### src/rtl/core/usb_control_request_responder_core_defines.svh
// Assertion macros shared by the control request responder RTL.
// No dependencies; define ASSERT_OFF to drop all checks.
`ifndef USB_CONTROL_REQUEST_RESPONDER_CORE_DEFINES_SVH
`define USB_CONTROL_REQUEST_RESPONDER_CORE_DEFINES_SVH
`ifndef ASSERT_OFF
// Same-cycle implication, checked out of reset.
`define UCRR_ASSERT_IMP(label, clk, rstn, ante, cons, msg) \
    label: assert property (@(posedge clk) disable iff (!(rstn)) (ante) |-> (cons)) \
        else $error(msg);
// Next-cycle implication, checked out of reset.
`define UCRR_ASSERT_NXT(label, clk, rstn, ante, cons, msg) \
    label: assert property (@(posedge clk) disable iff (!(rstn)) (ante) |=> (cons)) \
        else $error(msg);
`else
`define UCRR_ASSERT_IMP(label, clk, rstn, ante, cons, msg)
`define UCRR_ASSERT_NXT(label, clk, rstn, ante, cons, msg)
`endif
`endif

### src/rtl/core/ucrr_pkg.sv
// Constants, descriptor tables and types for the control request responder.
// No dependencies.
`timescale 1ns / 1ps

package ucrr_pkg;

    localparam int INTERFACE_SLOTS         = 4;
    localparam int CONFIG_DESCRIPTOR_BYTES = 122;
    localparam int BYTES_PER_BEAT          = 4;
    localparam int MAX_RESULTS             = 31;

    localparam int MAX_REPLY  = MAX_RESULTS * BYTES_PER_BEAT;
    localparam int POS_W      = $clog2(MAX_REPLY + 1);
    localparam int CNT_W      = $clog2(BYTES_PER_BEAT + 1);
    localparam int IF_W       = (INTERFACE_SLOTS > 1) ? $clog2(INTERFACE_SLOTS) : 1;
    localparam int DEV_BYTES  = 18;
    localparam int CFG_BASE   = 122;
    localparam int WORD_BYTES = 4;

    // Setup request codes
    localparam logic [7:0] REQ_GET_STATUS        = 8'h00;
    localparam logic [7:0] REQ_GET_DESCRIPTOR    = 8'h06;
    localparam logic [7:0] REQ_GET_CONFIGURATION = 8'h08;
    localparam logic [7:0] REQ_SET_CONFIGURATION = 8'h09;
    localparam logic [7:0] REQ_GET_INTERFACE     = 8'h0a;
    localparam logic [7:0] REQ_SET_INTERFACE     = 8'h0b;
    localparam logic [7:0] DESC_DEVICE           = 8'h01;
    localparam logic [7:0] DESC_CONFIG           = 8'h02;
    localparam int         DIR_BIT               = 7;

    localparam logic [7:0] CFG_TOTAL_LO = 8'(CONFIG_DESCRIPTOR_BYTES & 255);
    localparam logic [7:0] CFG_TOTAL_HI = 8'((CONFIG_DESCRIPTOR_BYTES >> 8) & 255);

    typedef enum logic [1:0] {
        ST_IDLE,
        ST_SETUP,
        ST_FETCH,
        ST_PUSH
    } t_state;

    typedef enum logic [1:0] {
        SRC_SMALL,
        SRC_DEV,
        SRC_CFG
    } t_src;

    localparam logic [7:0] DEV_ROM [DEV_BYTES] = '{
        8'd18, 8'h01, 8'h00, 8'h02, 8'h00, 8'h00, 8'h00, 8'd64,
        8'h82, 8'h05, 8'h7d, 8'h00, 8'h00, 8'h01, 8'h00, 8'h00, 8'h00, 8'h01
    };

    // Bytes 2 and 3 (total length) are patched in cfg_byte
    localparam logic [7:0] CFG_ROM [CFG_BASE] = '{
        8'd9,  8'h02, 8'h00, 8'h00, 8'd3,  8'd1,  8'd0,  8'h80, 8'd50,
        8'd9,  8'h04, 8'd0,  8'd0,  8'd0,  8'h01, 8'h02, 8'h00, 8'd0,
        8'd9,  8'h04, 8'd0,  8'd1,  8'd1,  8'h01, 8'h02, 8'h00, 8'd0,
        8'd7,  8'h24, 8'h01, 8'h01, 8'h01, 8'h01, 8'h00,
        8'd11, 8'h24, 8'h02, 8'h01, 8'd8,  8'd4,  8'd24, 8'd1,  8'h80, 8'hbb, 8'h00,
        8'd9,  8'h05, 8'h01, 8'h05, 8'd8,  8'd0,  8'd1,  8'd0,  8'd0,
        8'd9,  8'h04, 8'd1,  8'd0,  8'd0,  8'h01, 8'h02, 8'h00, 8'd0,
        8'd9,  8'h04, 8'd1,  8'd1,  8'd1,  8'h01, 8'h02, 8'h00, 8'd0,
        8'd7,  8'h24, 8'h01, 8'h02, 8'h01, 8'h01, 8'h00,
        8'd11, 8'h24, 8'h02, 8'h01, 8'd2,  8'd4,  8'd24, 8'd1,  8'h80, 8'hbb, 8'h00,
        8'd9,  8'h05, 8'h82, 8'h05, 8'h00, 8'h02, 8'd1,  8'd0,  8'd0,
        8'd9,  8'h04, 8'd2,  8'd0,  8'd2,  8'h01, 8'h03, 8'h00, 8'd0,
        8'd7,  8'h05, 8'h03, 8'h02, 8'h00, 8'h02, 8'd0,
        8'd7,  8'h05, 8'h84, 8'h02, 8'h00, 8'h02, 8'd0
    };

    function automatic logic [7:0] dev_byte(input logic [7:0] idx);
        logic [7:0] b;
        b = 8'h00;
        if (int'(idx) < DEV_BYTES) begin
            b = DEV_ROM[idx[4:0]];
        end
        return b;
    endfunction

    function automatic logic [7:0] cfg_byte(input logic [7:0] idx);
        logic [7:0] b;
        b = 8'h00;
        if (idx == 8'd2) begin
            b = CFG_TOTAL_LO;
        end else if (idx == 8'd3) begin
            b = CFG_TOTAL_HI;
        end else if (int'(idx) < CFG_BASE) begin
            b = CFG_ROM[idx[6:0]];
        end
        return b;
    endfunction

endpackage

### src/rtl/core/ucrr_if.sv
// Valid/ready channel interfaces for setup requests and reply beats.
// No dependencies.
`timescale 1ns / 1ps

interface ucrr_req_if;
    logic        valid;
    logic        ready;
    logic [31:0] seq;
    logic [7:0]  request_type;
    logic [7:0]  request;
    logic [15:0] value;
    logic [15:0] index;
    logic [15:0] length;
    logic [15:0] buffer_length;

    modport source (output valid, seq, request_type, request, value, index, length,
                    buffer_length, input ready);
    modport sink   (input valid, seq, request_type, request, value, index, length,
                    buffer_length, output ready);
endinterface

interface ucrr_rsp_if;
    logic        valid;
    logic        ready;
    logic [31:0] seq_echo;
    logic        status;
    logic [6:0]  actual_length;
    logic [31:0] data_word;
    logic [2:0]  bytes_valid;
    logic        last;

    modport source (output valid, seq_echo, status, actual_length, data_word, bytes_valid,
                    last, input ready);
    modport sink   (input valid, seq_echo, status, actual_length, data_word, bytes_valid,
                    last, output ready);
endinterface

### src/rtl/core/usb_control_request_responder_core.sv
// Control request responder: answers standard setup requests from built-in tables.
// Depends on ucrr_pkg, ucrr_if.sv and the shared assertion macro header.
//
//  channel  dir  handshake            payload
//  i_req    in   valid/ready          seq, request_type, request, value, index,
//                                     length, buffer_length
//  o_rsp    out  valid/ready          seq_echo, status, actual_length, data_word,
//                                     bytes_valid, last
//
// A request is accepted in idle and decoded in setup; the reply is then read one
// table byte per cycle through the shared fetch path into a beat word, and each beat
// is pushed to the output register. Stalls, acks and empty replies go from setup
// straight to push. Reset (synchronous) clears the configuration and all
// alternate settings at once. Output stalls hold the beat in the output register and
// the sequencer waits to push. Ready returns the cycle after the last beat is loaded.
`timescale 1ns / 1ps
`include "usb_control_request_responder_core_defines.svh"

module usb_control_request_responder_core
    import ucrr_pkg::*;
(
    input  logic              i_clk,
    input  logic              i_rst_n,
    ucrr_req_if.sink          i_req,
    ucrr_rsp_if.source        o_rsp
);

    t_state r_state, n_state;

    // Captured request
    logic [31:0] r_seq;
    logic [7:0]  r_rtype;
    logic [7:0]  r_req;
    logic [15:0] r_value;
    logic [15:0] r_index;
    logic [15:0] r_wlen;
    logic [15:0] r_blen;

    // Device state
    logic [7:0]  r_cur_cfg;
    logic [7:0]  r_alt [INTERFACE_SLOTS];

    // Reply sequencer
    t_src             r_src;
    logic [7:0]       r_small0;
    logic [7:0]       r_small1;
    logic             r_status;
    logic [POS_W-1:0] r_len;
    logic [POS_W-1:0] r_pos;
    logic [CNT_W-1:0] r_cnt;
    logic [31:0]      r_word;

    // Output register
    logic        r_out_valid;
    logic [31:0] r_out_seq;
    logic        r_out_status;
    logic [6:0]  r_out_len;
    logic [31:0] r_out_word;
    logic [2:0]  r_out_cnt;
    logic        r_out_last;

    // Control
    logic req_take;
    logic fetch_en;
    logic fetch_done;
    logic push_go;
    logic push_last;
    logic setup_empty;

    // Setup decode
    logic [15:0] wlen_cap;
    logic [15:0] served;
    logic [15:0] len_a;
    logic [15:0] len_b;
    logic        setup_stall;
    logic        setup_ack;
    t_src        setup_src;
    logic [7:0]  setup_small0;
    logic [7:0]  setup_small1;
    logic        if_in_range;
    logic [7:0]  fetch_byte;

    assign if_in_range = (r_index < 16'(INTERFACE_SLOTS));

    always_comb begin
        wlen_cap     = (r_wlen > r_blen) ? r_blen : r_wlen;
        served       = 16'd0;
        setup_stall  = 1'b0;
        setup_ack    = 1'b0;
        setup_src    = SRC_SMALL;
        setup_small0 = 8'h00;
        setup_small1 = 8'h00;
        if (!r_rtype[DIR_BIT]) begin
            setup_ack = 1'b1;
        end else begin
            unique case (r_req)
                REQ_GET_DESCRIPTOR: begin
                    if (r_value[15:8] == DESC_DEVICE) begin
                        setup_src = SRC_DEV;
                        served    = 16'(DEV_BYTES);
                    end else if (r_value[15:8] == DESC_CONFIG) begin
                        setup_src = SRC_CFG;
                        served    = 16'(CONFIG_DESCRIPTOR_BYTES);
                    end else begin
                        setup_stall = 1'b1;
                    end
                end
                REQ_GET_STATUS: begin
                    setup_small0 = 8'h01;
                    served       = 16'd2;
                end
                REQ_GET_CONFIGURATION: begin
                    setup_small0 = r_cur_cfg;
                    served       = 16'd1;
                end
                REQ_GET_INTERFACE: begin
                    setup_small0 = if_in_range ? r_alt[r_index[IF_W-1:0]] : 8'h00;
                    served       = 16'd1;
                end
                default: begin
                    setup_stall = 1'b1;
                end
            endcase
        end
        len_a = (served > wlen_cap) ? wlen_cap : served;
        len_b = (len_a > 16'(MAX_REPLY)) ? 16'(MAX_REPLY) : len_a;
        if (setup_stall || setup_ack) begin
            len_b = 16'd0;
        end
    end

    assign setup_empty = (len_b == 16'd0);

    // Shared byte fetch path
    always_comb begin
        unique case (r_src)
            SRC_DEV:   fetch_byte = dev_byte(8'(r_pos));
            SRC_CFG:   fetch_byte = cfg_byte(8'(r_pos));
            SRC_SMALL: fetch_byte = r_pos[0] ? r_small1 : r_small0;
            default:   fetch_byte = 8'h00;
        endcase
    end

    assign fetch_done = (int'(r_cnt) == BYTES_PER_BEAT - 1) ||
                        ((r_pos + POS_W'(1)) == r_len);
    assign push_last  = (r_pos == r_len);

    // Next state
    always_comb begin
        n_state = r_state;
        unique case (r_state)
            ST_IDLE:  if (i_req.valid) n_state = ST_SETUP;
            ST_SETUP: n_state = setup_empty ? ST_PUSH : ST_FETCH;
            ST_FETCH: if (fetch_done) n_state = ST_PUSH;
            ST_PUSH: begin
                if (push_go) begin
                    n_state = push_last ? ST_IDLE : ST_FETCH;
                end
            end
            default:  n_state = ST_IDLE;
        endcase
    end

    // Control outputs
    always_comb begin
        req_take = 1'b0;
        fetch_en = 1'b0;
        push_go  = 1'b0;
        unique case (r_state)
            ST_IDLE:  req_take = i_req.valid;
            ST_SETUP: ;
            ST_FETCH: fetch_en = 1'b1;
            ST_PUSH:  push_go  = !r_out_valid || o_rsp.ready;
            default:  ;
        endcase
    end

    assign i_req.ready = (r_state == ST_IDLE);

    always_ff @(posedge i_clk) begin
        if (!i_rst_n) begin
            r_state     <= ST_IDLE;
            r_cur_cfg   <= 8'h00;
            for (int i = 0; i < INTERFACE_SLOTS; i++) begin
                r_alt[i] <= 8'h00;
            end
            r_out_valid <= 1'b0;
            r_pos       <= '0;
            r_len       <= '0;
            r_cnt       <= '0;
        end else begin
            r_state <= n_state;

            if (req_take) begin
                r_seq   <= i_req.seq;
                r_rtype <= i_req.request_type;
                r_req   <= i_req.request;
                r_value <= i_req.value;
                r_index <= i_req.index;
                r_wlen  <= i_req.length;
                r_blen  <= i_req.buffer_length;
            end

            if (r_state == ST_SETUP) begin
                r_src    <= setup_src;
                r_small0 <= setup_small0;
                r_small1 <= setup_small1;
                r_status <= setup_stall;
                r_len    <= POS_W'(len_b);
                r_pos    <= '0;
                r_cnt    <= '0;
                r_word   <= 32'h0;
                if (setup_ack) begin
                    if (r_req == REQ_SET_CONFIGURATION) begin
                        r_cur_cfg <= r_value[7:0];
                        for (int i = 0; i < INTERFACE_SLOTS; i++) begin
                            r_alt[i] <= 8'h00;
                        end
                    end else if (r_req == REQ_SET_INTERFACE && if_in_range) begin
                        r_alt[r_index[IF_W-1:0]] <= r_value[7:0];
                    end
                end
            end

            if (fetch_en) begin
                for (int b = 0; b < WORD_BYTES; b++) begin
                    if (int'(r_cnt) == b) begin
                        r_word[8*b +: 8] <= fetch_byte;
                    end
                end
                r_pos <= r_pos + POS_W'(1);
                r_cnt <= r_cnt + CNT_W'(1);
            end

            // Load a beat into the output register, or drop a taken one
            if (push_go) begin
                r_out_valid  <= 1'b1;
                r_out_seq    <= r_seq;
                r_out_status <= r_status;
                r_out_len    <= 7'(r_len);
                r_out_word   <= r_word;
                r_out_cnt    <= 3'(r_cnt);
                r_out_last   <= push_last;
                r_cnt        <= '0;
                r_word       <= 32'h0;
            end else if (o_rsp.ready) begin
                r_out_valid <= 1'b0;
            end
        end
    end

    assign o_rsp.valid         = r_out_valid;
    assign o_rsp.seq_echo      = r_out_seq;
    assign o_rsp.status        = r_out_status;
    assign o_rsp.actual_length = r_out_len;
    assign o_rsp.data_word     = r_out_word;
    assign o_rsp.bytes_valid   = r_out_cnt;
    assign o_rsp.last          = r_out_last;

    `UCRR_ASSERT_IMP(a_empty_is_last, i_clk, i_rst_n, o_rsp.valid && o_rsp.bytes_valid == 3'd0, o_rsp.last, "empty beat must be last")
    `UCRR_ASSERT_IMP(a_stall_no_data, i_clk, i_rst_n, o_rsp.valid && o_rsp.status, o_rsp.bytes_valid == 3'd0 && o_rsp.actual_length == 7'd0, "stall beat carries data")
    `UCRR_ASSERT_IMP(a_pos_in_len, i_clk, i_rst_n, r_state == ST_FETCH || r_state == ST_PUSH, r_pos <= r_len, "read position past reply length")
    `UCRR_ASSERT_NXT(a_take_to_setup, i_clk, i_rst_n, i_req.valid && i_req.ready, r_state == ST_SETUP, "accepted request did not start setup")

endmodule
### src/flat_wrapper.sv
// flat-port wrapper written by rule: the top's interface ports become plain ports
module usb_control_request_responder_core_flat import ucrr_pkg::*;
  (i_clk, i_rst_n, i_req_valid, i_req_seq, i_req_request_type, i_req_request, i_req_value, i_req_index, i_req_length, i_req_buffer_length, i_req_ready, o_rsp_valid, o_rsp_seq_echo, o_rsp_status, o_rsp_actual_length, o_rsp_data_word, o_rsp_bytes_valid, o_rsp_last, o_rsp_ready);
  ucrr_req_if i_req_i ();
  ucrr_rsp_if o_rsp_i ();
  input  logic i_clk;
  input  logic i_rst_n;
  input wire logic [$bits(i_req_i.valid)-1:0] i_req_valid;
  input wire logic [$bits(i_req_i.seq)-1:0] i_req_seq;
  input wire logic [$bits(i_req_i.request_type)-1:0] i_req_request_type;
  input wire logic [$bits(i_req_i.request)-1:0] i_req_request;
  input wire logic [$bits(i_req_i.value)-1:0] i_req_value;
  input wire logic [$bits(i_req_i.index)-1:0] i_req_index;
  input wire logic [$bits(i_req_i.length)-1:0] i_req_length;
  input wire logic [$bits(i_req_i.buffer_length)-1:0] i_req_buffer_length;
  output wire logic [$bits(i_req_i.ready)-1:0] i_req_ready;
  output wire logic [$bits(o_rsp_i.valid)-1:0] o_rsp_valid;
  output wire logic [$bits(o_rsp_i.seq_echo)-1:0] o_rsp_seq_echo;
  output wire logic [$bits(o_rsp_i.status)-1:0] o_rsp_status;
  output wire logic [$bits(o_rsp_i.actual_length)-1:0] o_rsp_actual_length;
  output wire logic [$bits(o_rsp_i.data_word)-1:0] o_rsp_data_word;
  output wire logic [$bits(o_rsp_i.bytes_valid)-1:0] o_rsp_bytes_valid;
  output wire logic [$bits(o_rsp_i.last)-1:0] o_rsp_last;
  input wire logic [$bits(o_rsp_i.ready)-1:0] o_rsp_ready;
  assign i_req_i.valid = i_req_valid;
  assign i_req_i.seq = i_req_seq;
  assign i_req_i.request_type = i_req_request_type;
  assign i_req_i.request = i_req_request;
  assign i_req_i.value = i_req_value;
  assign i_req_i.index = i_req_index;
  assign i_req_i.length = i_req_length;
  assign i_req_i.buffer_length = i_req_buffer_length;
  assign i_req_ready = i_req_i.ready;
  assign o_rsp_valid = o_rsp_i.valid;
  assign o_rsp_seq_echo = o_rsp_i.seq_echo;
  assign o_rsp_status = o_rsp_i.status;
  assign o_rsp_actual_length = o_rsp_i.actual_length;
  assign o_rsp_data_word = o_rsp_i.data_word;
  assign o_rsp_bytes_valid = o_rsp_i.bytes_valid;
  assign o_rsp_last = o_rsp_i.last;
  assign o_rsp_i.ready = o_rsp_ready;
  usb_control_request_responder_core u_core (.i_clk(i_clk), .i_rst_n(i_rst_n), .i_req(i_req_i), .o_rsp(o_rsp_i));
endmodule
### config.mk
export PLATFORM = sky130hd
export DESIGN_NAME = usb_control_request_responder_core_flat
export DESIGN_NICKNAME = d
export VERILOG_FILES = /design/src/rtl/core/ucrr_pkg.sv /design/src/rtl/core/ucrr_if.sv /design/src/rtl/core/usb_control_request_responder_core.sv /design/src/flat_wrapper.sv
export VERILOG_INCLUDE_DIRS = /design/src /design/src/rtl/core
export SDC_FILE = /design/constraint.sdc
export NUM_CORES = 1
export LEC_CHECK = 0
export BUFFER_PORTS_ARGS = -buffer_cell sky130_fd_sc_hd__buf_2
export CAP_MARGIN = 20
export CORE_AREA = 4 4 196 198
export CTS_CLUSTER_DIAMETER = 120
export DETAILED_ROUTE_END_ITERATION = 6
export DIE_AREA = 0 0 200 202
export GPL_ROUTABILITY_DRIVEN = 0
export PLACE_DENSITY = 0.56
export SLEW_MARGIN = 0
export SYNTH_ARGS = -nofsm -noshare
export SYNTH_HDL_FRONTEND = slang
export SYNTH_SLANG_ARGS = --single-unit
### constraint.sdc
create_clock -name i_clk -period 5.88 [get_ports i_clk]
set_clock_uncertainty 0.1 [all_clocks]
set_input_delay 0.882 -clock i_clk [delete_from_list [all_inputs] [get_ports i_clk]]
set_output_delay 0.882 -clock i_clk [all_outputs]
set_load 0.03 [all_outputs]
# [Word level (Yosys, flattened, before mapping)]
# Memories as Yosys holds them, arrays and structs flattened. A register that Yosys moved wholly into a read port is not among the register bits.
# Index checks and enable logic that the tools add are counted.
[totals] romBits=1280 register_bits=259 input_bits=116 memories=3 word_cells=159 ramBits=32
[memory_table] memory="(name not given)" words=128 word_bits=8 read_ports=1 rd_clocked_by_memory_dff=0 write_ports=0 line_no="ucrr_pkg.sv:87" text="b = CFG_ROM[idx[6:0]];"
[memory_table] memory="(name not given)" words=32 word_bits=8 read_ports=1 rd_clocked_by_memory_dff=0 write_ports=0 line_no="ucrr_pkg.sv:74" text="b = DEV_ROM[idx[4:0]];"
[memory_table] memory="u_core.r_alt" words=4 word_bits=8 read_ports=1 rd_clocked_by_memory_dff=1 write_ports=4 line_no="usb_control_request_responder_core.sv:41" text="logic [7:0] r_alt [INTERFACE_SLOTS];"
[classes] n_addsub=2 n_bitwise=9 n_lt_le_gt_ge=8 reduce_logical=23 n_eq_ne=22 n_mux=68
[ops] cell="2-to-1 mux 8 bit" count=19
[ops] cell="2-to-1 mux 16 bit" count=6
[ops] cell="2-to-1 mux 32 bit" count=2
[ops] cell="one-hot mux 16 bit (3 select lines)" count=1
[ops] cell="one-hot mux 8 bit (3 select lines)" count=2
[ops] cell="equality test 8 x 4 -> 1 bit, second input constant" count=4
[ops] cell="greater-than comparator 16 bit" count=2
[ops] cell="2-to-1 mux 1 bit" count=24
[ops] cell="2-to-1 mux 7 bit" count=3
[ops] cell="greater-than comparator 16 x 7 -> 1 bit, second input constant" count=1
[ops] cell="zero test 16 bit" count=1
[ops] cell="< comparator 16 x 3 -> 1 bit, second input constant" count=1
[ops] cell="equality test 7 x 2 -> 1 bit, second input constant" count=2
[ops] cell="equality test 7 bit" count=2
[ops] cell="2-to-1 mux 2 bit" count=7
[ops] cell="equality test 8 x 1 -> 1 bit, second input constant" count=1
[ops] cell="equality test 8 x 2 -> 1 bit, second input constant" count=1
[ops] cell="equality test 8 x 3 -> 1 bit, second input constant" count=1
[ops] cell=">= comparator 8 bit, second input constant" count=1
[ops] cell="zero test 8 bit" count=1
[ops] cell="NOT 7 -> 8 bit" count=1
[ops] cell="one-hot mux 2 bit (4 select lines)" count=1
[ops] cell="AND reduction 2 bit" count=4
[ops] cell="OR reduction 8 bit" count=1
[ops] cell="25 further kinds" count=43

# [Logic depth before layout (Yosys ltp)]
# Gate-level depths: netlist of run 1.
[depth] word_depth=13 depth_mapped=18

# [Worst setup path after synthesis of run 1]
# Ideal clock, no wire load.
[synth_timing] path_kind="input port to flip-flop" from="in i_rst_n" to="reg (tool-made name)" slack_ns=1.500 arrival_ns=4.152 t_required_ns=5.652 setup_ns=0.128 path_stages=3 n_path_buf=1 path_cell_list="clkbuf_1 > and3_1 > mux2_2"
[synth_lines] element="start: declaration" line_no="flat_wrapper.sv:7" text="input logic i_rst_n;"

# [Worst setup path in the final report of run 1]
[layout_timing] from="reg u_core.r_wlen[14]" to="reg u_core.r_len[3]"
[layout_between] elab_chain_len=7
[layout_rtl] element="start: declaration" line_no="usb_control_request_responder_core.sv:36" text="logic [15:0] r_wlen;"
[layout_rtl] element="start signal: assignment" line_no="usb_control_request_responder_core.sv:200" text="r_wlen <= i_req.length;"
[layout_rtl] element="greater-than comparator 16 bit" line_no="usb_control_request_responder_core.sv:86" text="wlen_cap = (r_wlen > r_blen) ? r_blen : r_wlen;"
[layout_rtl] element="2-to-1 mux 16 bit *" line_no="usb_control_request_responder_core.sv:86"
[layout_rtl] element="greater-than comparator 16 bit" line_no="usb_control_request_responder_core.sv:125" text="len_a = (served > wlen_cap) ? wlen_cap : served;"
[layout_rtl] element="2-to-1 mux 16 bit *" line_no="usb_control_request_responder_core.sv:125"
[layout_rtl] element="greater-than comparator 16 x 7 -> 1 bit" line_no="usb_control_request_responder_core.sv:126" text="len_b = (len_a > 16'(MAX_REPLY)) ? 16'(MAX_REPLY) : len_a;"
[layout_rtl] element="2-to-1 mux 16 bit *" line_no="usb_control_request_responder_core.sv:126"
[layout_rtl] element="2-to-1 mux 16 bit *" line_no="usb_control_request_responder_core.sv:127" text="if (setup_stall || setup_ack) begin"
[layout_rtl] element="end signal: assignment" line_no="usb_control_request_responder_core.sv:209" text="r_len <= POS_W'(len_b);"
[layout_rtl] element="end: declaration" line_no="usb_control_request_responder_core.sv:48" text="logic [POS_W-1:0] r_len;"
# Mark *: on every way between the ends. The rest lies on a longest branch, timed or not.
# A chain may end at the register's enable or synchronous reset.

==> reports/results.ini, run 1 <==
[finish]
nFillCells=3476
diodes=0
postLayoutCellArea_um2=15000
areaGrowthSynthToFinish_pct=17.7
stdcell_count=1641
drive_above_1_share_pct=23.1
nNetsFinal=1307

[cts]
cts_max_path_buffers=3
cts_tree=yes
postCtsSetupBuffers=0
hold_buffers=0
htreeDepth=1
cts-resized-gates=0
cts_root_buffer=clkbuf_16
cts_sinks=286
clk_pin_slew_ns=0.06
numCtsBuffers=29
insertion_delay_ns=0.55

[sta]
post-route-period-util_pct=73.3
setup_viol=0
holdWs_ns=0.318
tightest_slew_ns=0.984
final_max_slew_viol_count=0
finalSetupTns_ns=0
period_minus_slack_ns=4.31
hold_viol=0
timing.fmax_mhz=232
grt_setup_unrepaired=false
slew-limit-headroom_pct=34.4

[placement]
io_buffers=186
place_area_um2=14100
place_hpwl_um=20400
dp_cells=1585

[setup_path]
end_kind=flip-flop
crit_arrival_ns=4.65
critPathRequiredTime_ns=6.22
cp_max_fo=15
crit_type=flip-flop to flip-flop
cp-start-kind=flip-flop
regToRegSetupSlack_ns=1.57

[synth]
synth_fa_ha_area_share_pct=4.02
ys_seq_area_share_pct=64.9
netlist_area_um2=12800
yosysWarningCount=0
ys_types=73
synth_top_family_by_area=simple AND/OR/NAND/NOR gates
synth_cells=971
synth_ff_type=edfxtp_1
synth-xor-area-share_pct=0.961
async_flop_share_pct=0
syn-num-nets=1128
synth_edf_count=256
ys_ff_latch=286
synth_compound_area_share_pct=10.6
synth_mux_area_share_pct=3.94
yosys.area_share.simple_pct=12.8
synth_area_per_cell_um2=13.1

[global_routing]
grt_pass1_vias=8023
track_usage_pct=13.7
antenna_found_initial=0
grt_pass1_wl_um=45000
grt.overflow.total=0
grt_max_degree=77

[run]
cap_viol_max_count=0

[floorplanning]
core.rowCount=70
fp.dieArea_um2=40400
die-width_um=200
io_pins=194
core_um2=36500
initial_core_util_pct=34.9
die_y_um=202

[detailed_routing]
ant_nets=0
routed-via-count=8304
drt_iter0_markers=671
post_drt_via_cell_ratio=5.06
wl_um=28700
drc_errors=0
wl_per_cell_um=17.5
first_pass_iters=5

[pwr]
p_leak_nw=5.59
p_int_mw=3.77
p_total_mw=5.19
p_switching_mw=1.43
p_seq_share_pct=51.5
ir_worst_vdd_v=0.000227
p_comb_share_pct=16.3
p_clk_share_pct=32.2
powerDensity_nw_per_um2=346
switching_share_pct=27.5

[run_status]
status=completed

[min_path]
hold_path_class=flip-flop to flip-flop

==> cell type report <==
class / instances / area [um^2] / share of cell area [%]
clock buffer: 41 / 781 / 5.20
clock inverter: 13 / 77.6 / 0.517
inverter: 38 / 143 / 0.950
multi-input combinational: 597 / 4130 / 27.5
sequential: 286 / 8290 / 55.2
tap: 468 / 586 / 3.90
timing repair buffer: 198 / 1020 / 6.76
==> layout by cell type, fill, tap and decap left out, types with 5 or more instances in the layout <==
master     instances
mux4_2             9
a22oi_1            8
mux2i_1           15
clkinv_1           5
nor3b_1            5
clkbuf_16         29
a22o_1             8
inv_1             36
dfxtp_1           30
nor4_1             7
clkbuf_1          11
o211ai_1           9
ha_1              41
o21a_1            10
a221oi_1           6
o22ai_1            6
a21oi_1           52
nand2b_1          11
and3_1            22
edfxtp_1         256
buf_4             10
buf_2            188
nand4_1           12
and2_1            27
clkinv_2           5
a21boi_0           6
nand3_1           46
xnor2_1           11
o21ai_0           37
nor2b_1           29
nor2_1            36
a211oi_1          15
nand2_1           61
nor3_1            19
o31ai_1           11
mux2_2            12
==> Yosys cell counts, types with 10 or more instances <==
master,n,area (um^2)
nor3_1,19,95.1
xnor2_1,11,96.3
clkbuf_1,31,116
dfxtp_1,30,601
nand4_1,12,75.1
nor2b_1,29,181
nand3_1,46,230
inv_1,36,135
and2_1,28,175
o21ai_0,37,185
o21a_1,10,75.1
mux2i_1,15,150
edfxtp_1,256,7690
ha_1,41,513
mux2_2,12,135
o31ai_1,11,82.6
nor2_1,36,135
a211oi_1,15,113
a21oi_1,52,260
nand2_1,61,229
nand2b_1,11,68.8
and3_1,23,144
==> worst paths after layout <==
check / startpoint / end / cells past startpoint
setup / recovery: u_core.r_wlen[14]$_DFFE_PP_ / u_core.r_len[3]$_SDFFE_PN0P_ / 16
hold / removal: u_core.r_seq[11]$_DFFE_PP_ / u_core.o_rsp.seq_echo[11]$_DFFE_PP_ / 0
setup reg to reg: u_core.r_wlen[14]$_DFFE_PP_ / u_core.r_len[3]$_SDFFE_PN0P_ / 16
hold reg to reg: u_core.r_seq[11]$_DFFE_PP_ / u_core.o_rsp.seq_echo[11]$_DFFE_PP_ / 0
==> kinds of logic (layout without fill, tap and decap cells) <==
group	Yosys count	after routing
muxes	37	37
buffers and inverters	88	290
and+or+nand+nor	302	302
AOI/OAI and AO/OA	203	203
adders and majority gates	41	41
xor gates and xnor gates	14	14
DFF	286	286
==> flip-flops by register name, indices dropped and copies added, names as in the netlist, 2 cells and up, named ones only <==
| register | flops |
|---|---|
| u_core.o_rsp.actual_length | 7 |
| u_core.o_rsp.bytes_valid | 3 |
| u_core.o_rsp.data_word | 32 |
| u_core.o_rsp.seq_echo | 32 |
| u_core.r_alt | 32 |
| u_core.r_blen | 16 |
| u_core.r_cnt | 3 |
| u_core.r_cur_cfg | 8 |
| u_core.r_index | 16 |
| u_core.r_len | 7 |
| u_core.r_pos | 7 |
| u_core.r_req | 8 |
| u_core.r_seq | 32 |
| u_core.r_small0 | 8 |
| u_core.r_src | 2 |
| u_core.r_state | 2 |
| u_core.r_value | 16 |
| u_core.r_wlen | 16 |
| u_core.r_word | 32 |
==> worst max-delay path: stages, from the launching register on <==
cell and delay, ns:
edfxtp_1 0.40, ha_1 0.33, nand4_1 0.17, nor4_1 0.42
a21boi_0 0.22, o31a_1 0.15, buf_4 0.22, mux2_2 0.37
inv_1 0.06, ha_1 0.17, and4_1 0.25, o211ai_1 0.10
a211oi_1 0.36, inv_1 0.10, mux2_4 0.31, mux2_2 0.28
a22o_1 0.19
==> layer usage <==
metal | routed length, um | global-route usage [%] | up-vias | share of wire, %
li1 | - | - | 4058 | -
met5 | 0 | 0 | - | 0
met3 | 1940 | 2.55 | 36 | 6.8
met4 | 469 | 2.77 | 0 | 1.6
met2 | 12800 | 21.2 | 309 | 45
met1 | 13400 | 20.4 | 3901 | 47
==> power by group through the flow <==
stage / clock network [mW] / logic [mW] / registers (mW)
after floorplan: 0 / 0.571 / 2.71
after global routing: 1.82 / 0.943 / 2.70
final: 1.67 / 0.848 / 2.67
after global placement: 0 / 0.839 / 2.71
after detailed placement: 0 / 0.849 / 2.72
after CTS: 1.73 / 0.854 / 2.67
==> metrics by stage <==
stage	setup WS (ns)	utilization (%)
2_1_floorplan	1.50	-
3_3_place_gp	1.58	38.7
3_5_place_dp	1.58	38.7
4_1_cts	1.56	41.1
5_1_grt	1.21	41.1
6_report	1.57	41.1
Note: power is estimated with default switching activity, not from simulation.
==> inputs of run 2 (changes only) <==
--- a/config.mk
+++ b/config.mk
@@ -13,7 +13,7 @@
 export DETAILED_ROUTE_END_ITERATION = 6
 export DIE_AREA = 0 0 200 202
 export GPL_ROUTABILITY_DRIVEN = 0
-export PLACE_DENSITY = 0.56
+export PLACE_DENSITY = 0.58
 export SLEW_MARGIN = 0
 export SYNTH_ARGS = -nofsm -noshare
 export SYNTH_HDL_FRONTEND = slang
==> constraint.sdc (replaced) <==
create_clock -name i_clk -period 3.5 [get_ports i_clk]
set_clock_uncertainty 0.1 [all_clocks]
set_input_delay 0.525 -clock i_clk [delete_from_list [all_inputs] [get_ports i_clk]]
set_output_delay 0.525 -clock i_clk [all_outputs]
set_load 0.03 [all_outputs]
==> reports/results.ini, run 2 (synthesized netlist as in run 1, its figures left out) <==
[cts]
htreeDepth=1  ; unchanged
cts_max_path_buffers=3  ; unchanged
cts_sinks=286  ; unchanged
clk_pin_slew_ns=0.06  ; about the same
numCtsBuffers=30  ; +3.4%
insertion_delay_ns=0.54  ; about the same
cts_tree=yes
cts_root_buffer=clkbuf_16

[placement]
place_hpwl_um=21100  ; +3.5%
pre_cts_ws_ns=-0.420  ; -2.00 ns
io_buffers=186  ; unchanged

[setup_path]
cp_max_fo=5  ; -10
end_kind=flip-flop
regToRegSetupSlack_ns=-0.39  ; -1.96 ns
crit_arrival_ns=4.22  ; -0.43 ns
cp-start-kind=flip-flop
timing.rr.start=u_core.r_wlen[5]$_DFFE_PP_
crit_type=flip-flop to flip-flop
worstReg2RegEnd=u_core.r_len[5]$_SDFFE_PN0P_
critPathRequiredTime_ns=3.84  ; -2.38 ns
rr_worst_depth=14  ; -2

[finish]
nFillCells=3370  ; -3.0%
areaGrowthSynthToFinish_pct=24.6
diodes=0  ; unchanged
nNetsFinal=1373  ; +5.0%
drive_above_1_share_pct=29.7  ; +6.6 points
final_cell_mix=edfxtp_1 (256), buf_2 (186), buf_4 (70), nand2_1 (61), a21oi_1 (51)
final_common_cell=edfxtp_1
final_util_pct=43.5  ; +2.4 points

[global_routing]
grt_pass1_vias=8566  ; +6.8%
track_usage_pct=14.2  ; +0.44 points
grt_pass1_wl_um=46700  ; +3.7%
grt_max_degree=51  ; -34%
antenna_found_initial=0  ; unchanged
grt.overflow.total=0  ; unchanged

[sta]
layout_setup_ws_ns=-0.386  ; -1.96 ns
grt_setup_unrepaired=true
hold_viol=0  ; unchanged
timing.fmax_mhz=257  ; +11%
slew-limit-headroom_pct=46.0  ; +12 points
tightest_slew_ns=0.810  ; -0.175 ns
period_minus_slack_ns=3.89  ; -0.422 ns
setup_viol=8  ; +8
final_max_slew_viol_count=0  ; unchanged
post-route-period-util_pct=111  ; +38 points

[min_path]
hold_path_depth=1  ; +1
min_from=i_req_seq[8]
hold_path_class=input pin to flip-flop
min_to=u_core.r_seq[8]$_DFFE_PP_

[detailed_routing]
post_drt_via_cell_ratio=5.07  ; +0.29%
routed-via-count=8668  ; +4.4%
first_pass_iters=5  ; unchanged
ant_nets=0  ; unchanged
drc_errors=0  ; unchanged
wl_per_cell_um=17.3  ; -1.1%
drt_iter0_markers=596  ; -11%
wl_um=29500  ; +3.0%

[pwr]
p_seq_share_pct=48.4  ; -3.1 points
p_clk_share_pct=33.7  ; +1.5 points
ir_worst_vdd_v=0.000430  ; +90%
p_total_mw=9.24  ; +78%
p_switching_mw=2.48  ; +74%
switching_share_pct=26.9  ; -0.60 points
p_leak_nw=6.01  ; +7.6%
p_comb_share_pct=17.8  ; +1.5 points
p_int_mw=6.76  ; +79%
powerDensity_nw_per_um2=581  ; +68%

[run_status]
violations=negative setup slack
status=complete, but fails checks

[floorplanning]
initial_core_util_pct=34.9  ; unchanged
fp.dieArea_um2=40400  ; unchanged
core_um2=36500  ; unchanged
die-width_um=200  ; unchanged
io_pins=194  ; unchanged
die_y_um=202  ; unchanged
core.rowCount=70  ; unchanged

[run]
cap_viol_max_count=0  ; unchanged

run 2: worst max-delay path, stage by stage (launching register included):
cell      delay [ns]
edfxtp_1        0.44
ha_4            0.27
a21oi_2         0.13
o21ai_1         0.10
a221o_1         0.33
o31a_1          0.30
buf_6           0.15
mux2i_4         0.19
ha_1            0.32
a21oi_1         0.09
o21a_1          0.19
a211o_1         0.37
mux2_4          0.34
mux2_2          0.28
a22o_1          0.19
run 2: how the worst max path moves through the flow:
stage	slack (ns)	from	cells after the start	to
final	-0.39	u_core.r_wlen[5]$_DFFE_PP_	14	u_core.r_len[5]$_SDFFE_PN0P_
after global routing	-0.57	u_core.r_wlen[8]$_DFFE_PP_	15	u_core.r_len[5]$_SDFFE_PN0P_
after CTS	-0.33	u_core.r_wlen[8]$_DFFE_PP_	16	u_core.r_len[3]$_SDFFE_PN0P_
after detailed placement	-0.42	u_core.r_wlen[11]$_DFFE_PP_	14	u_core.r_len[5]$_SDFFE_PN0P_
after global placement	-0.34	u_core.r_wlen[9]$_DFFE_PP_	14	u_core.r_len[3]$_SDFFE_PN0P_
after floorplan	-0.15	u_core.r_wlen[15]$_DFFE_PP_	16	u_core.r_len[3]$_SDFFE_PN0P_
run 2: stage by stage:
step	area (um^2)	instances	hold slack, ns	setup TNS, ns
floorplan	12800	971	0.300	-0.491
CTS	15800	1708	0.0138	-2.32
finish	15900	1708	0.0484	-2.62
global route	15900	1708	0.0204	-4.19
global placement	14700	1641	0.300	-1.97
detailed placement	14700	1641	0.305	-2.65
run 2: power groups by stage:
stage	logic, mW	registers, mW	clock network (mW)
4_1_cts	1.63	4.48	3.20
3_5_place_dp	1.55	4.55	0
3_3_place_gp	1.54	4.53	0
5_1_grt	1.84	4.52	3.35
2_1_floorplan	0.970	4.54	0
6_report	1.65	4.48	3.12
run 2: timing repair:
action	CTS	global route
setup endpoints to repair	8	8
pin swaps	17	6
resized for setup	27	10
buffers inserted	12	0
hold buffers	0	0
run 2: routing by layer:
layer,part of all wire [%],up-vias,global-route usage (%)
li1,-,4194,-
met1,46,4162,20.5
met2,45,268,22.2
met3,6.3,44,2.82
met4,1.9,0,3.25
met5,0,-,0
run 2: layout make-up:
type	count	area, um^2	share of cell area [%]
repair buffers	263	1580	9.95
clock inverters	20	185	1.16
clock buffers	36	795	5.00
inverters	38	145	0.913
well taps	468	586	3.68
flip-flops and latches	286	8290	52.1
multi-input cells	597	4320	27.2
==> inputs of run 3 (changes only) <==
--- a/config.mk
+++ b/config.mk
@@ -12,7 +12,7 @@
 export CTS_CLUSTER_DIAMETER = 120
 export DETAILED_ROUTE_END_ITERATION = 6
 export DIE_AREA = 0 0 200 202
-export GPL_ROUTABILITY_DRIVEN = 0
+export GPL_ROUTABILITY_DRIVEN = 1
 export PLACE_DENSITY = 0.58
 export SLEW_MARGIN = 0
 export SYNTH_ARGS = -nofsm -noshare
==> constraint.sdc (replaced) <==
create_clock -name i_clk -period 3.5 [get_ports i_clk]
set_clock_uncertainty 0.1 [all_clocks]
set_input_delay 0.525 -clock i_clk [delete_from_list [all_inputs] [get_ports i_clk]]
set_output_delay 0.525 -clock i_clk [all_outputs]
set_load 0.05 [all_outputs]
==> reports/results.ini, run 3 (synthesized netlist as in run 1, its figures left out) <==
[run_status]
status=complete, but fails checks
violations=negative setup slack

[sta]
setup_viol=8  ; unchanged
hold_viol=0  ; unchanged
timing.fmax_mhz=255  ; -1.1%
holdWs_ns=0.0505  ; +0.00211 ns
post-route-period-util_pct=112  ; +1.2 points
slew-limit-headroom_pct=40.6  ; -5.4 points
period_minus_slack_ns=3.93  ; +0.0422 ns
tightest_slew_ns=0.884  ; +0.0747 ns
grt_setup_unrepaired=true
layout_setup_ws_ns=-0.428  ; -0.0422 ns
final_max_slew_viol_count=0  ; unchanged

[pwr]
p_int_mw=6.75  ; -0.16%
p_clk_share_pct=33.6  ; about the same
p_comb_share_pct=18.1  ; +0.3 points
ir_worst_vdd_v=0.000428  ; -0.67%
p_switching_mw=2.52  ; +1.5%
powerDensity_nw_per_um2=587  ; +1.0%
p_leak_nw=6.00  ; -0.21%
p_total_mw=9.27  ; +0.28%
switching_share_pct=27.2  ; +0.32 points
p_seq_share_pct=48.3  ; about the same

[finish]
nNetsFinal=1373  ; unchanged
nFillCells=3342  ; -0.83%
final_util_pct=43.2  ; -0.31 points
final_cell_mix=edfxtp_1 (256), buf_2 (186), buf_4 (71), nand2_1 (61), a21oi_1 (52)
multiInputGateArea_um2=4240  ; -1.9%
seq_area_um2=8290  ; unchanged
final_common_cell=edfxtp_1
drive_above_1_share_pct=28.9  ; -0.78 points
diodes=0  ; unchanged
areaGrowthSynthToFinish_pct=23.7

[setup_path]
path_cells=ha_4, nand4_1, nor4_2, a21boi_2, o31a_1, buf_6, mux2_4, inv_2, ha_4, and4_4, o211ai_1, a211o_1, mux2_4, mux2_2, a22o_1
slowest_delay_ns=0.44  ; about the same
critPathRequiredTime_ns=3.83  ; about the same
critical_path.top_delay_family=compound AO/OA/AOI/OAI gates
crit_arrival_ns=4.26  ; +0.04 ns
rr_worst_depth=15  ; +1
cp.buffers_inverters=2  ; +1
cp-start-kind=flip-flop
crit_type=flip-flop to flip-flop
slowest_stage=edfxtp_1
path_depth=15  ; +1
end_kind=flip-flop
cp_max_fo=6  ; +1

[global_routing]
grt_max_degree=75  ; +47%
track_usage_pct=14.1  ; -0.048 points
antenna_found_initial=2  ; +2
grt.overflow.total=0  ; unchanged
grt_pass1_wl_um=46300  ; -0.81%
grt_pass1_vias=8395  ; -2.0%

[floorplanning]
die-width_um=200  ; unchanged
io_pins=194  ; unchanged
core_um2=36500  ; unchanged
die_y_um=202  ; unchanged
fp.dieArea_um2=40400  ; unchanged
initial_core_util_pct=34.9  ; unchanged
core.rowCount=70  ; unchanged

[cts]
cts_sinks=286  ; unchanged
cts_tree=yes
cts_root_buffer=clkbuf_16
hold_buffers=0  ; unchanged
cts_max_path_buffers=3  ; unchanged
numCtsBuffers=30  ; unchanged
insertion_delay_ns=0.55  ; about the same
clk_pin_slew_ns=0.06  ; about the same
htreeDepth=1  ; unchanged

[detailed_routing]
post_drt_via_cell_ratio=4.99  ; -1.7%
drc_errors=0  ; unchanged
drt_iter0_markers=570  ; -4.4%
wl_per_cell_um=17.3  ; about the same
ant_nets=0  ; unchanged
routed-via-count=8516  ; -1.8%
first_pass_iters=5  ; unchanged
wl_um=29500  ; about the same

[placement]
place_congestion=0.914
place_hpwl_um=21400  ; +1.5%
io_buffers=186  ; unchanged

[run]
cap_viol_max_count=0  ; unchanged

[min_path]
hold_path_class=input pin to flip-flop
hold_path_depth=1  ; unchanged

[run 3: what timing repair did]
| action | 4_1_cts | 5_1_grt |
|---|---|---|
| setup endpoints to repair | 8 | 8 |
| gates resized for setup | 19 | 4 |
| gates cloned | 0 | 0 |
| setup buffers | 2 | 2 |
| pin swaps | 8 | 6 |
[run 3: final timing paths]
check                                    from                            endpoint  slack [ns]
setup / recovery  u_core.r_wlen[11]$_DFFE_PP_        u_core.r_len[3]$_SDFFE_PN0P_       -0.43
hold / removal                  i_req_seq[31]          u_core.r_seq[31]$_DFFE_PP_        0.05
setup reg to reg  u_core.r_wlen[11]$_DFFE_PP_        u_core.r_len[3]$_SDFFE_PN0P_       -0.43
hold reg to reg     u_core.r_seq[2]$_DFFE_PP_  u_core.o_rsp.seq_echo[2]$_DFFE_PP_        0.32
[run 3: stage by stage]
stage | TNS (ns) | instances | worst slack, ns | cell area [um^2]
after floorplan | -0.491 | 971 | -0.150 | 12800
after CTS | -2.67 | 1705 | -0.401 | 15800
after global routing | -4.78 | 1707 | -0.651 | 15800
after detailed placement | -3.19 | 1648 | -0.470 | 14700
final | -2.89 | 1707 | -0.428 | 15800
after global placement | -2.24 | 1648 | -0.349 | 14700
[run 3: final cells by class]
class / instances / share of cell area, %
sequential: 286 / 52.5
multi-input combinational: 597 / 26.9
timing repair buffer: 263 / 9.86
clock buffer: 38 / 5.14
tap: 468 / 3.71
clock inverter: 17 / 1.04
inverter: 38 / 0.903
[run 3: worst register-to-register path, delay by kind of cell (launching register included)]
kind	cells	cell delay, ns
compound gates	5	0.99
fa+ha+maj	2	0.43
buf+inv	2	0.21
flops	1	0.44
mux	3	0.92
simple gates	3	0.73
[run 3: power by group through the flow]
| stage | clock (mW) | sequential, mW | combinational, mW |
|---|---|---|---|
| global route | 3.36 | 4.52 | 1.84 |
| finish | 3.11 | 4.48 | 1.68 |
| global placement | 0 | 4.53 | 1.61 |
| detailed placement | 0 | 4.55 | 1.64 |
| CTS | 3.21 | 4.48 | 1.68 |
| floorplan | 0 | 4.61 | 0.983 |
[run 3: layer usage]
layer | routed length [um] | global-route usage, %
met5 | 33 | 0
met4 | 409 | 2.43
met3 | 1660 | 2.83
met2 | 13600 | 22.2
met1 | 13800 | 20.6
